$ cat src/hw/rtl/stq_pkg.sv
// Types and constants of the sorted timer queue.
// Used by stq_cell and sorted_timer_queue; depends on nothing.
`default_nettype none
package stq_pkg;

  localparam int TIMER_W = 4;
  localparam int TIME_W  = 32;
  localparam int IDLE_MINUTES   = 30;
  localparam int TICKS_PER_MIN  = 60000;
  localparam logic [TIME_W-1:0] IDLE_DELAY_RST = TIME_W'(IDLE_MINUTES * TICKS_PER_MIN);

  typedef enum logic [1:0] {
    KIND_ARM    = 2'd0,
    KIND_CANCEL = 2'd1,
    KIND_PROC   = 2'd2,
    KIND_QUERY  = 2'd3
  } kind_t;

  typedef enum logic [2:0] {
    RES_ACCEPTED = 3'd0,
    RES_FULL     = 3'd1,
    RES_NOTFOUND = 3'd2,
    RES_EXPIRED  = 3'd3,
    RES_NONE     = 3'd4,
    RES_DELAY    = 3'd5
  } res_t;

  typedef enum logic [1:0] {
    OP_HOLD   = 2'd0,
    OP_REMOVE = 2'd1,
    OP_INSERT = 2'd2
  } op_t;

  typedef enum logic [2:0] {
    ST_IDLE   = 3'd0,
    ST_FIND   = 3'd1,
    ST_INSERT = 3'd2,
    ST_QUERY  = 3'd3,
    ST_PROC   = 3'd4,
    ST_REARM  = 3'd5
  } state_t;

  typedef struct packed {
    logic               valid;
    logic [TIMER_W-1:0] timer;
    logic [TIME_W-1:0]  expiry;
    logic [TIME_W-1:0]  period;
    logic               rep;
  } entry_t;

  typedef struct packed {
    op_t                op;
    logic               rm_head;
    logic [TIMER_W-1:0] key_id;
    entry_t             new_e;
  } chain_ctl_t;

  function automatic logic [TIME_W-1:0] sat_add(input logic [TIME_W-1:0] a,
                                                input logic [TIME_W-1:0] b);
    logic [TIME_W:0] s;
    s = {1'b0, a} + {1'b0, b};
    return s[TIME_W] ? {TIME_W{1'b1}} : s[TIME_W-1:0];
  endfunction

endpackage
`default_nettype wire

$ cat src/hw/rtl/stq_cell.sv
// One slot of the sorted chain: holds an entry, shifts left on remove,
// right on insert. Depends on stq_pkg.
`default_nettype none
module stq_cell
  import stq_pkg::*;
(
  input  wire logic       clk,
  input  wire logic       rst_n,
  input  wire chain_ctl_t ctl,
  input  wire entry_t     prev_e,
  input  wire entry_t     next_e,
  input  wire logic       rm_in,
  input  wire logic       ins_in,
  output logic            rm_out,
  output logic            ins_out,
  output entry_t          cur_e
);

  entry_t e_r;
  entry_t e_nxt;
  logic   hit;
  logic   ins_here;

  assign hit      = e_r.valid && (e_r.timer == ctl.key_id);
  assign ins_here = !e_r.valid || (e_r.expiry > ctl.new_e.expiry);
  assign rm_out   = rm_in || hit;
  assign ins_out  = ins_here;
  assign cur_e    = e_r;

  always_comb begin
    e_nxt = e_r;
    unique case (ctl.op)
      OP_REMOVE: begin
        if (rm_out) e_nxt = next_e;
      end
      OP_INSERT: begin
        if (ins_in) e_nxt = prev_e;
        else if (ins_here) e_nxt = ctl.new_e;
      end
      default: e_nxt = e_r;
    endcase
  end

  // only the valid bit is reset; the payload follows it
  always_ff @(posedge clk) begin
    if (!rst_n) begin
      e_r.valid <= 1'b0;
    end else begin
      e_r.valid <= e_nxt.valid;
    end
    e_r.timer  <= e_nxt.timer;
    e_r.expiry <= e_nxt.expiry;
    e_r.period <= e_nxt.period;
    e_r.rep    <= e_nxt.rep;
  end

endmodule
`default_nettype wire

$ cat src/hw/rtl/sorted_timer_queue.sv
// Top level of the sorted timer queue: command sequencer, chain of slot cells,
// result register. Depends on stq_pkg and stq_cell.
//
// Holds up to DEPTH timers in a chain of cells sorted by absolute expiry,
// ties in arming order. One transaction is worked at a time. Arm goes through
// find, then sorted insert; cancel goes through find alone, query through the
// query step alone. Process works each expired timer in turn (remove the head,
// then re-insert a repeating timer at now plus period) and emits one result
// transaction per expired timer, or one "none expired" result.
// A result waits in a single output register; every step that needs that
// register holds while a stalled result stays in it.
// Every insert or remove is one shift of the chain behind the changed slot.
`default_nettype none
module sorted_timer_queue
  import stq_pkg::*;
#(
  parameter int DEPTH = 16
) (
  input  wire logic               clk,
  input  wire logic               rst_n,
  // configuration
  input  wire logic               cfg_wr_en,
  input  wire logic [TIME_W-1:0]  cfg_wr_data,
  // command channel
  input  wire logic               in_valid,
  output logic                    in_stall,
  input  wire logic [1:0]         in_kind,
  input  wire logic [TIMER_W-1:0] in_timer_id,
  input  wire logic [TIME_W-1:0]  in_now,
  input  wire logic [TIME_W-1:0]  in_delay,
  input  wire logic [TIME_W-1:0]  in_period,
  input  wire logic               in_repeat_req,
  // result channel
  output logic                    out_valid,
  input  wire logic               out_stall,
  output logic [2:0]              out_result_kind,
  output logic [TIMER_W-1:0]      out_expired_id,
  output logic [TIME_W-1:0]       out_remaining,
  output logic                    out_last
);

  // configuration register
  logic [TIME_W-1:0] idle_delay_r;
  always_ff @(posedge clk) begin
    if (!rst_n) begin
      idle_delay_r <= IDLE_DELAY_RST;
    end else if (cfg_wr_en) begin
      idle_delay_r <= cfg_wr_data;
    end
  end

  // cell chain
  chain_ctl_t   ctl;
  entry_t       cell_e [DEPTH];
  logic [DEPTH:0] rm_c;
  logic [DEPTH:0] ins_c;

  assign rm_c[0]  = ctl.rm_head;
  assign ins_c[0] = 1'b0;

  for (genvar i = 0; i < DEPTH; i++) begin : g_cell
    entry_t prev_w;
    entry_t next_w;
    if (i == 0) begin : g_first
      assign prev_w = '0;
    end else begin : g_mid
      assign prev_w = cell_e[i-1];
    end
    if (i == DEPTH-1) begin : g_last
      assign next_w = '0;
    end else begin : g_nlast
      assign next_w = cell_e[i+1];
    end
    stq_cell u_cell (
      .clk     (clk),
      .rst_n   (rst_n),
      .ctl     (ctl),
      .prev_e  (prev_w),
      .next_e  (next_w),
      .rm_in   (rm_c[i]),
      .ins_in  (ins_c[i]),
      .rm_out  (rm_c[i+1]),
      .ins_out (ins_c[i+1]),
      .cur_e   (cell_e[i])
    );
  end

  // latched command
  kind_t              kind_r;
  logic [TIMER_W-1:0] id_r;
  logic [TIME_W-1:0]  now_r;
  logic [TIME_W-1:0]  period_r;
  logic               rep_r;
  logic [TIME_W-1:0]  exp_r;
  logic               first_r;
  logic               done_r;

  // re-arm candidate captured at head removal
  logic [TIMER_W-1:0] ra_id_r;
  logic [TIME_W-1:0]  ra_period_r;
  logic               ra_rep_r;

  state_t state_r, state_nxt;

  // result register
  logic               out_valid_r;
  res_t               res_kind_r;
  logic [TIMER_W-1:0] res_id_r;
  logic [TIME_W-1:0]  res_rem_r;
  logic               res_last_r;

  logic               out_free;
  logic               in_take;
  logic               emit;
  res_t               emit_kind;
  logic [TIMER_W-1:0] emit_id;
  logic [TIME_W-1:0]  emit_rem;
  logic               emit_last;
  logic               head_due;
  logic               next_due;
  logic               any_hit;
  logic               full;
  logic               take_head;

  assign out_free = !out_valid_r || !out_stall;
  assign in_stall = (state_r != ST_IDLE);
  assign in_take  = in_valid && !in_stall;
  assign head_due = cell_e[0].valid && (cell_e[0].expiry < now_r);
  assign next_due = cell_e[1].valid && (cell_e[1].expiry < now_r);
  assign any_hit  = rm_c[DEPTH];
  assign full     = cell_e[DEPTH-1].valid;

  always_comb begin
    state_nxt  = state_r;
    ctl        = '0;
    ctl.op     = OP_HOLD;
    ctl.key_id = id_r;
    emit       = 1'b0;
    emit_kind  = RES_ACCEPTED;
    emit_id    = id_r;
    emit_rem   = '0;
    emit_last  = 1'b1;
    take_head  = 1'b0;
    unique case (state_r)
      ST_IDLE: begin
        if (in_take) begin
          unique case (kind_t'(in_kind))
            KIND_ARM, KIND_CANCEL: state_nxt = ST_FIND;
            KIND_PROC:             state_nxt = ST_PROC;
            default:               state_nxt = ST_QUERY;
          endcase
        end
      end
      ST_FIND: begin
        if (out_free) begin
          if (any_hit) begin
            ctl.op = OP_REMOVE;
          end
          if (kind_r == KIND_ARM) begin
            // drop any pending copy, then insert in ST_INSERT
            if (!any_hit && full) begin
              emit      = 1'b1;
              emit_kind = RES_FULL;
              state_nxt = ST_IDLE;
            end else begin
              state_nxt = ST_INSERT;
            end
          end else begin
            emit      = 1'b1;
            emit_kind = any_hit ? RES_ACCEPTED : RES_NOTFOUND;
            state_nxt = ST_IDLE;
          end
        end
      end
      ST_INSERT: begin
        if (out_free) begin
          ctl.op           = OP_INSERT;
          ctl.new_e.valid  = 1'b1;
          ctl.new_e.timer  = id_r;
          ctl.new_e.expiry = exp_r;
          ctl.new_e.period = period_r;
          ctl.new_e.rep    = rep_r;
          emit             = 1'b1;
          emit_kind        = RES_ACCEPTED;
          state_nxt        = ST_IDLE;
        end
      end
      ST_QUERY: begin
        if (out_free) begin
          emit      = 1'b1;
          emit_kind = RES_DELAY;
          if (cell_e[0].valid) begin
            emit_id  = cell_e[0].timer;
            emit_rem = (cell_e[0].expiry > now_r) ? (cell_e[0].expiry - now_r) : '0;
          end else begin
            emit_id  = '0;
            emit_rem = idle_delay_r;
          end
          state_nxt = ST_IDLE;
        end
      end
      ST_PROC: begin
        if (out_free) begin
          if (head_due) begin
            // pop the head; a repeating timer is re-inserted next cycle
            ctl.op      = OP_REMOVE;
            ctl.rm_head = 1'b1;
            ctl.key_id  = cell_e[0].timer;
            take_head   = 1'b1;
            emit        = 1'b1;
            emit_kind   = RES_EXPIRED;
            emit_id     = cell_e[0].timer;
            emit_last   = !next_due;
            state_nxt   = ST_REARM;
          end else begin
            emit      = first_r;
            emit_kind = RES_NONE;
            emit_id   = '0;
            state_nxt = ST_IDLE;
          end
        end
      end
      ST_REARM: begin
        if (ra_rep_r) begin
          ctl.op           = OP_INSERT;
          ctl.new_e.valid  = 1'b1;
          ctl.new_e.timer  = ra_id_r;
          ctl.new_e.expiry = exp_r;
          ctl.new_e.period = ra_period_r;
          ctl.new_e.rep    = 1'b1;
        end
        state_nxt = done_r ? ST_IDLE : ST_PROC;
      end
      default: state_nxt = ST_IDLE;
    endcase
  end

  always_ff @(posedge clk) begin
    if (!rst_n) begin
      state_r <= ST_IDLE;
    end else begin
      state_r <= state_nxt;
    end
  end

  // hold the command and the re-arm candidate
  always_ff @(posedge clk) begin
    if (in_take) begin
      kind_r   <= kind_t'(in_kind);
      id_r     <= in_timer_id;
      now_r    <= in_now;
      period_r <= in_period;
      rep_r    <= in_repeat_req;
      exp_r    <= sat_add(in_now, in_delay);
      first_r  <= 1'b1;
    end else if (take_head) begin
      ra_id_r     <= cell_e[0].timer;
      ra_period_r <= cell_e[0].period;
      ra_rep_r    <= cell_e[0].rep;
      exp_r       <= sat_add(now_r, cell_e[0].period);
      done_r      <= !next_due;
      first_r     <= 1'b0;
    end
  end

  // result register: load on emit, drop once taken
  always_ff @(posedge clk) begin
    if (!rst_n) begin
      out_valid_r <= 1'b0;
    end else if (emit) begin
      out_valid_r <= 1'b1;
    end else if (!out_stall) begin
      out_valid_r <= 1'b0;
    end
  end

  always_ff @(posedge clk) begin
    if (emit) begin
      res_kind_r <= emit_kind;
      res_id_r   <= emit_id;
      res_rem_r  <= emit_rem;
      res_last_r <= emit_last;
    end
  end

  assign out_valid       = out_valid_r;
  assign out_result_kind = res_kind_r;
  assign out_expired_id  = res_id_r;
  assign out_remaining   = res_rem_r;
  assign out_last        = res_last_r;

endmodule
`default_nettype wire

$ cat config.mk
export PLATFORM = sky130hd
export DESIGN_NAME = sorted_timer_queue
export DESIGN_NICKNAME = d
export VERILOG_FILES = /design/src/hw/rtl/stq_pkg.sv /design/src/hw/rtl/stq_cell.sv /design/src/hw/rtl/sorted_timer_queue.sv
export SDC_FILE = /design/constraint.sdc
export NUM_CORES = 2
export LEC_CHECK = 0
export BUFFER_PORTS_ARGS = -buffer_cell sky130_fd_sc_hd__buf_2
export CAP_MARGIN = 0
export CORE_MARGIN = 4
export CORE_UTILIZATION = 34
export DETAILED_ROUTE_END_ITERATION = 16
export PLACE_DENSITY = 0.52
export SLEW_MARGIN = 20
export SYNTH_ARGS = -nofsm -noshare
export SYNTH_HDL_FRONTEND = slang
export SYNTH_SLANG_ARGS = --single-unit
$ cat constraint.sdc
create_clock -name clk -period 13.1 [get_ports clk]
set_input_delay 0 -clock clk [delete_from_list [all_inputs] [get_ports clk]]
set_output_delay 0 -clock clk [all_outputs]
set_load 0.005 [all_outputs]
# Word-level counts from Yosys, hierarchy flattened

Index checks and enable logic that the tools add are counted.

Add/subtract/negate cells: 3
$lt $le $gt $ge: 19
Eq/ne operators: 62
Multiplexer cells: 115
Bitwise logic cells: 1
Reduce and logical (&&, ||, !) cells: 102

Operator list:

| cell                                                   | count |
|---|---|
| two-way mux 70 bit                                     | 49 |
| one-hot mux 70 bit (2 select lines)                    | 17 |
| > comparator 32 bit                                    | 17 |
| two-way mux 32 bit                                     | 6 |
| adder 32 x 32 -> 33 bit                                | 2 |
| equality test 4 bit                                    | 16 |
| < comparator 32 bit                                    | 2 |
| AND reduction 3 bit                                    | 17 |
| inequality test 3 x 1 -> 1 bit (second input constant) | 15 |
| inequality test 2 x 1 -> 1 bit (second input constant) | 18 |
| logical OR 1 bit                                       | 33 |
| two-way mux 3 bit                                      | 11 |
| subtractor 32 bit                                      | 1 |
| zero test 1 bit                                        | 21 |
| logical AND 1 bit                                      | 20 |
| two-way mux 4 bit                                      | 4 |
| one-hot mux 3 bit (5 select lines)                     | 1 |
| two-way mux 1 bit                                      | 14 |
| two-way mux 6 bit                                      | 2 |
| two-way mux 2 bit                                      | 5 |
| one-hot mux 3 bit (3 select lines)                     | 1 |
| inequality test 2 bit (second input constant)          | 4 |
| one-hot mux 2 bit (4 select lines)                     | 1 |
| one-hot mux 4 bit (2 select lines)                     | 1 |
| other kinds (16)                                       | 24 |

Register bits: 1338
Bits of input ports: 140
Output and inout bits: 42
Word-level logic and storage cells: 400

# Depth between registers and ports, before layout

Word-level depth: 30
Mapped depth: 26

# Hierarchy

Synthesis repeated with hierarchy kept, for this count alone.

Cell total of the unflattened synthesis: 8362
Area, all modules: 85535.8 um^2

Modules (own cells, without submodules):

| module                           | instances | cells an instance | area an instance (um^2) | seq. area each (um^2) |
|---|---|---|---|---|
| stq_cell at g_cell[0].u_cell ... | 8         | 441               | 4496.8                  | 2092.0 |
| stq_cell at g_cell[2].u_cell ... | 8         | 441               | 4465.5                  | 2092.0 |
| sorted_timer_queue               | 1         | 1306              | 13837.0                 | 6175.9 |

# Worst setup path after synthesis

Ideal clock, no wire load.

Path kind: reg-to-reg
From: reg state_r[2]
To: reg g_cell[0].u_cell.e_r, in the netlist g_cell[0].u_cell.cur_e[0], enable pin
Library setup time: 0.610 ns
Data arrival time: 9.542 ns
Slack: 2.948 ns
Cell stages (with the launch flop): 21
Buffers on the path: 5
Period minus slack after synthesis: 10.152 ns
Cells stage by stage: dfxtp_1 > clkbuf_1 > nand2_1 > nor3b_1 > nor2_1 > inv_1 > clkbuf_1 > and2_1 > inv_1 > clkbuf_1 > ha_1 > and4_1 > nand4_1 > or4_1 > a21oi_1 > o31ai_1 > nand2_1 > clkbuf_1 > clkbuf_1 > inv_1 > a221oi_1

Word-level cells in the longest chain between the ends: 26
Elaborated cells on any way between the ends: 65

Ends and longest elaborated chain:

| what                                                                                  | line                      | RTL |
|---|---|---|
| from (decl)                                                                           | sorted_timer_queue.sv:103 | `state_t state_r, state_nxt;` |
| from (signal assigned)                                                                | sorted_timer_queue.sv:242 | `state_r <= state_nxt;` |
| equality test 3 bit                                                                   | sorted_timer_queue.sv:144 | `unique case (state_r)` |
| two-way mux 5 bit                                                                     | sorted_timer_queue.sv:144 |  |
| equality test 4 bit                                                                   | stq_cell.sv:24            | `assign hit = e_r.valid && (e_r.timer == ctl.key_id);` |
| logical AND 1 bit                                                                     | stq_cell.sv:24            |  |
| logical OR 1 bit (16 in series)                                                       | stq_cell.sv:26            | `assign rm_out = rm_in \|\| hit;` |
| two-way mux 1 bit                                                                     | sorted_timer_queue.sv:156 | `if (any_hit) begin` |
| two-way mux 1 bit                                                                     | sorted_timer_queue.sv:155 | `if (out_free) begin` |
| one-hot mux 2 bit (4 select lines)                                                    | sorted_timer_queue.sv:144 |  |
| equality test 2 bit or equality test 2 x 1 -> 1 bit (tied branches)                   | stq_cell.sv:32            | `unique case (ctl.op)` |
| inequality test 2 x 1 -> 1 bit (no source line) or nonzero test 2 bit (tied branches) | -                         |  |
| AND reduction 3 bit (no source line) *                                                | -                         |  |
| to (decl)                                                                             | stq_cell.sv:19            | `entry_t e_r;` |

Mark *: on every way between the ends. The rest lies on a longest branch, timed or not.
A chain may end at the register's enable or synchronous reset.

==> results.cfg <==
[synth]
yosysWarnings = 0
ys_top_cells_by_area = edfxtp_1 47%, ha_1 9.7%, a21oi_1 7.7%
yosysUniqueCellTypes = 95
async_reset_ff_share_pct = 0
seq_area_frac_synth_pct = 47.8
synth_seq_cells = 1338
netlist.area_leader.share_pct = 46.5
synth.most_common_cell = edfxtp_1
synth-edff-count = 1285
ys.flop_type = edfxtp_1
synth_nets = 9064
syn_inst = 8280
syn_avg_cell_area_um2 = 10.0
netlist_area_mm2 = 0.0830
yosys.area.top_type = edfxtp_1
synth.top_cells.by_count = 1,285 x edfxtp_1, 1,274 x a21oi_1, 1,219 x nor2_1

[setup_path]
regToRegSetupSlack_ns = 4.16
critical_path_peak_fanout = 79
regToRegEndpoint = g_cell[5].u_cell.cur_e[21]
required_ns = 13.71
worstSetupEndpointType = register
startpoint_type = register
reg2reg_depth = 21
worstSetupPathType = reg2reg
arrival_ns = 9.55
r2r-start = now_r[23]

[min_path]
worstHoldEndpoint = exp_r[24]
holdPathStages = 4
min-delay-start = in_delay[24]
hold_class = in2reg

[timing]
finalHoldViolCount = 0
rsz0062_at_grt = no
worst_pin_slew_ns = 1.16
holdWs_ns = 0.0612
fin_crit_ns = 8.94
timing.final.crit_share_pct = 68.2
tns_ns = 0
slew_viol_final = 0
setup_violations = 0
final.setup_skew_ns = 0.0626
slew-limit-headroom_pct = 22.4
fmax_mhz = 112

[die]
die_h_um = 502
io-pin-count = 182
rows = 181
initial_core_util_pct = 34.1
die_x_um = 502
coreArea_mm2 = 0.243
dieArea_mm2 = 0.252

[global_route]
grt.overflow.total = 0
use_met2_pct = 38.6
antenna_found_initial = 29
grt_util_all_layers_pct = 23.6
top_usage_layer = met2
grt_pass1_wl_um = 447000
grt_pass1_vias = 66700
grt_max_degree = 253
met3_usage_pct = 4.22
grtUsageMet1_pct = 31.5

[final_layout]
fillerInstances = 23700
drive_gt1_share_pct = 13.6
postLayoutCellArea_mm2 = 0.0957
instances_no_fill = 11900
syn_to_final_growth_pct = 15.4
nets = 9331

[placed_design]
place.port_buffers = 181
place_inst = 11300
gp_congestion = 0.918
dpl_cell_area_mm2 = 0.0876
detailed_place_hpwl_um = 209000

[routing]
drc_errors = 0
drtIter0Drc = 5879
dr.pass1.iters = 6
num_vias = 67700
wl_per_cell_um = 25.7
detail_route.vias_per_cell = 5.70
postRouteAntennaNets = 0
drt_wl_total_um = 305000

[power_and_ir_drop]
power.leakage_nw = 34.7
power-per-cell-area_mw_per_mm2 = 119
vdd.ir_drop.worst_v = 0.000122
power_mw = 11.4

[clock_network]
clk_pin_slew_worst_paths_ns = 0.06
cts_setup_buffers = 0
cts-buffers-inserted = 159
clkLatencyLatePin_ns = 0.86
cts_buffer_depth = 3
cts_tree = done
cts.sinks = 1338
cts_root_buf = clkbuf_16
cts_htree_levels = 4

[run]
drv_cap = 0

[status]
status = finished clean
-- routing by layer --
layer,up-vias,part of all wire (%)
met5,-,0.034
met4,16,3.0
met3,469,6.8
met2,2262,47
met1,33800,43
li1,31100,-
-- where the power goes --
group	internal [mW]	switching, mW
Combinational	0.678	1.12
Clock	2.48	1.97
Sequential	4.99	0.192
Total	8.15	3.28
-- area by class of cell --
class                   count  area [µm²]  share of cell area, %
diodes                      9        22.5                 0.0235
clock buffers             209        4260                   4.45
clock inverters            79         866                  0.905
inverters                 134         513                  0.536
multi-input cells        6244       40900                   42.7
flip-flops and latches   1338       39600                   41.4
well taps                3202        4010                   4.19
repair buffers            670        5480                   5.72
-- registers in the layout, summed over array words and instances, names as in the netlist, 32 cells and up --
signal,flops
g_cell.u_cell.cur_e,1120
exp_r,32
idle_delay_r,32
now_r,32
out_remaining,32
period_r,32
ra_period_r,32
-- cells by family after synthesis --
kind of cell	synth area share, %
simple gates	12.1
fa+ha+maj	9.74
buf+inv	3.31
mux	8.25
xor+xnor	1.40
compound gates	17.4
flops	47.8
-- worst max-delay path, cell delays in order (launching register included) --
cell	delay [ns]
edfxtp_1	0.42
inv_1	0.14
ha_1	0.30
and3_1	0.33
a221oi_2	0.35
o211ai_1	0.25
a211oi_4	0.27
buf_4	0.39
nand2_1	0.49
inv_2	0.16
buf_4	0.64
nor3_1	0.13
o21ai_0	0.25
o311a_1	0.26
and3_4	0.22
nand2_2	0.11
a21oi_1	0.39
ha_4	0.72
buf_4	0.58
buf_4	0.85
buf_4	0.82
mux2_2	0.41
-- worst max-delay path by stage --
stage                                    start  slack (ns)                     endpoint
global route                         now_r[23]        3.70   g_cell[8].u_cell.cur_e[20]
CTS                 g_cell[0].u_cell.cur_e[56]        4.25   g_cell[6].u_cell.cur_e[17]
global placement    g_cell[0].u_cell.cur_e[56]        4.36  g_cell[10].u_cell.cur_e[20]
floorplan                           state_r[2]        2.95    g_cell[0].u_cell.cur_e[0]
detailed placement  g_cell[0].u_cell.cur_e[56]        4.25   g_cell[9].u_cell.cur_e[25]
finish                               now_r[23]        4.16   g_cell[5].u_cell.cur_e[21]
-- what timing repair did --
item	4_1_cts	5_1_grt
gates resized for setup	0	0
hold buffers	285	0
endpoints found under the hold margin	149	0
endpoints found under the setup margin	0	0
-- cell usage in the layout, fill, tap and decap left out, types with 57 or more instances in the layout --
| cell | netlist | final |
|---|---|---|
| a22oi_1 | 84 | 82 |
| ha_1 | 641 | 640 |
| a21oi_1 | 1274 | 1269 |
| clkbuf_16 | 0 | 159 |
| mux2_2 | 472 | 472 |
| nor3_1 | 91 | 90 |
| mux2i_1 | 153 | 153 |
| dlygate4sd3_1 | 0 | 285 |
| a21o_1 | 200 | 199 |
| xor2_1 | 57 | 57 |
| nand3_1 | 80 | 77 |
| edfxtp_1 | 1285 | 1285 |
| o21ai_0 | 603 | 599 |
| buf_4 | 3 | 189 |
| buf_2 | 15 | 181 |
| nand4_1 | 118 | 118 |
| nor2_1 | 1219 | 1216 |
| a211oi_1 | 68 | 68 |
| inv_1 | 133 | 128 |
| xnor2_1 | 76 | 76 |
| nand2_1 | 572 | 570 |
-- stage by stage --
step	util [%]	worst slack (ns)
after floorplan	-	2.95
after global placement	36.0	4.36
after detailed placement	36.1	4.25
after CTS	39.3	4.25
after global routing	39.4	3.70
final	39.4	4.16
Power figures use the tool's default switching activity.
